==> config.mk <==
export PLATFORM = sky130hd
export DESIGN_NAME = pacr_ram
export DESIGN_NICKNAME = d
export VERILOG_FILES = /design/src/sv/pacr_ram.sv
export SDC_FILE = /design/constraint.sdc
export NUM_CORES = 2
export LEC_CHECK = 0
export BUFFER_PORTS_ARGS = -buffer_cell sky130_fd_sc_hd__buf_2
export CORE_MARGIN = 1
export CORE_UTILIZATION = 40
export DETAILED_ROUTE_END_ITERATION = 6
export PLACE_DENSITY = 0.65
export SYNTH_ARGS = -nofsm -noshare
export SYNTH_HDL_FRONTEND = slang
export SYNTH_SLANG_ARGS = --single-unit
==> constraint.sdc <==
create_clock -name clk -period 5.41 [get_ports clk]
set_input_delay 0.2705 -clock clk [delete_from_list [all_inputs] [get_ports clk]]
set_output_delay 0.2705 -clock clk [all_outputs]
set_load 0.05 [all_outputs]
==> src/sv/pacr_ram.sv <==
module pacr_ram #(
  parameter int WIDTH = 8,
  parameter int DEPTH = 256
) (
  input  logic                     clk,
  input  logic                     we,
  input  logic [$clog2(DEPTH)-1:0] waddr,
  input  logic [WIDTH-1:0]         wdata,
  input  logic [$clog2(DEPTH)-1:0] raddr,
  output logic [WIDTH-1:0]         rdata
);

  logic [WIDTH-1:0] mem [DEPTH];

  // One write port, one registered read port.
  always_ff @(posedge clk) begin
    if (we) begin
      mem[waddr] <= wdata;
    end
    rdata <= mem[raddr];
  end

endmodule

==> run metrics <==
outcome complete, no violations; largest net degree at the start of global routing around 170; initial core utilization around two fifths; crit path max fanout 37; fin crit share 61.1%; core area 0.197 mm2; CTS Buffer Depth 3; RD Place Congestion 0.837; Num CTS Buffers about 190; total number of vias a little under 40,000; skew final between 0.03 and 0.04 ns; sequential area share after synthesis roughly 78%; TNS Setup 0 ns; remaining antenna violation count 0; vias per inst a little under 6; final hold violation count 0; grt total ovfl 0; Power, Total about 33,000 uW; Worst setup SP type input pin; vias in the first global route 38,594; CTS root buf clkbuf_16; worst slack at placement 1.31 ns; Worst-Margin Slew roughly 1.3 ns; min cycle time layout about 3.3 ns; number of synthesized flops with an enable pin 2,048; die height between 400 and 500 um; ys flop type edfxtp_1; final worst slack 2.11 ns; slowest stage cell on the critical path nor3_1; PortBufs 33; Core Util, Final 45.1%; FILL cells around 16,000; HP Class input pin to register; maximum VDD drop 0.349 mV; row count about 160; Worst-Skew Late Latency 0.84 ns; Synthesis Warnings 0; Worst Path Buf+Inv 3; Max Cap Viol 0; post-place instance area 0.0827 mm2; leakage power 0.0270 uW; number of synthesized register bits slightly above 2,000; most frequent cells in the layout edfxtp_1 (2,048), mux4_2 (454), nor2_1 (279); commonest non-fill, non-tap cell in the layout edfxtp_1; slew margin rel. about a tenth; CTS tree done; Total Routed Length just under 200 mm; unrepaired setup endpoints after global routing no; Largest stage delay, worst path around 0.64 ns; share of post-route cells with drive strength above 1 ~22%; post-synthesis net count 3,759; pwr dens 366 mW/mm2; Clk pin slew, worst setup/hold paths around 0.060 ns; IO Pins 34; crit end category register; arrival time at the worst endpoint slightly below 4 ns; Die Footprint approximately 0.20 mm2; aggregate global-route resource usage around 20%; PostCTS Resize Cnt 0; # setup viols final 0; final net count 3,852; Achievable Freq a little over 300 MHz; CP required 6.08 ns; crit path kind input pin to register; syn_area_per_cell 21.3 um2; Cell Area, Synth between 0.07 and 0.08 mm2; synth unique cells 55; first-pass GRT wire length 282 mm; WL/cell slightly below 30 um; critical path's top delay family compound AO/OA/AOI/OAI gates; Slew Limit Fails 0; post-synthesis cell count approximately 3,700; DR iter-0 viols approximately 4,800; chip width roughly 450 um; CTS Sinks 2,056; worst-path cell chain buf_8 -> buf_12 -> buf_4 -> mux4_2 -> a22o_1 -> a221oi_1 -> o32ai_1 -> nor3_1 -> nor4_1; Async SR Flop Fraction 0%; P&R area growth vs syn 11.8%; dpl hpwl roughly 120 mm; H-tree depth 4; final instance area roughly 0.089 mm2; R2R setup slack 2.38 ns; DRC violations left 0; Pre-Repair DR Iteration Count 7; initial antenna violation count 10
-- layer usage --
metal  wire [um]  GRT usage, %  share of wire (%)
met1       78400          27.0                 40
met2       93700          30.6                 48
met3       16800          4.11                8.6
met4        7530          7.77                3.8
met5           8             0             0.0041
-- cells in the mapped netlist (all sizes together) (2+ instances only) --
cell type / instances / area [um2]
clkbuf: 111 / 417
a21oi: 96 / 480
nor2b: 31 / 194
or2: 4 / 25.0
o22a: 5 / 43.8
o32ai: 5 / 51.3
a22o: 8 / 70.1
and2: 6 / 37.5
edfxtp: 2048 / 61500
a211oi: 16 / 120
o21ai: 12 / 60.1
o211ai: 10 / 75.1
dfxtp: 8 / 160
a311oi: 2 / 17.5
nor4: 27 / 188
nand3: 34 / 170
buf: 122 / 1030
a22oi: 133 / 998
mux4: 456 / 10300
nand3b: 2 / 15.0
a221oi: 14 / 129
o22ai: 28 / 175
a31oi: 2 / 12.5
o221ai: 47 / 418
nor3: 22 / 110
and3b: 2 / 17.5
nand2: 33 / 124
nand2b: 8 / 50.1
mux2i: 134 / 1340
nor2: 282 / 1060
a2111oi: 5 / 52.6
nand4: 10 / 62.6
-- stage by stage --
step                      hold WS (ns)  instances
after floorplan                  0.369       3733
after global routing            0.0872       6634
after global placement           0.810       6268
after detailed placement         0.830       6268
after CTS                       0.0150       6628
final                           0.0502       6637
-- report_power, final --
part           switching [uW]  total (uW)  leakage [uW]  internal [uW]
Combinational            1080        1610       0.00553            527
Sequential               26.0       17600        0.0185          17600
Clock                    5850       13400       0.00305           7540
Total                    6960       32600        0.0270          25600
-- cell families after synthesis --
| kind of cell | Yosys count | synth area share [%] |
|---|---|---|
| flip-flops | 2056 | 77.5 |
| multiplexers | 591 | 14.6 |
| AND/OR/NAND/NOR | 466 | 2.63 |
| AO/OA/AOI/OAI | 385 | 3.42 |
| buffers and inverters | 235 | 1.83 |
-- worst paths after layout --
path,end,startpoint,depth (start not counted)
hold / removal,mem[154][3],wdata[3],1
setup / recovery,rdata[3],raddr[0],9
hold reg to reg,rdata[3],mem[40][3],6
setup reg to reg,rdata[5],mem[83][5],6
-- registers in the layout, summed over array words and instances, names as in the netlist --
name,count
mem,2048
rdata,8
-- area by class of cell --
type,count,area [um2],share of cell area [%]
diodes,8,20.0,0.0225
clock buffers,238,5080,5.71
clock inverters,119,1110,1.25
inverters,2,7.51,0.00844
multi-input cells,1442,16500,18.5
flip-flops and latches,2056,61700,69.3
well taps,2640,3300,3.71
repair buffers,132,1280,1.44
-- what timing repair did --
item                      in CTS  in global routing
hold endpoints to repair     127                  3
setup buffers                  0                  0
hold buffers                   3                  1
No activity file was read; power rests on OpenSTA's default activity.
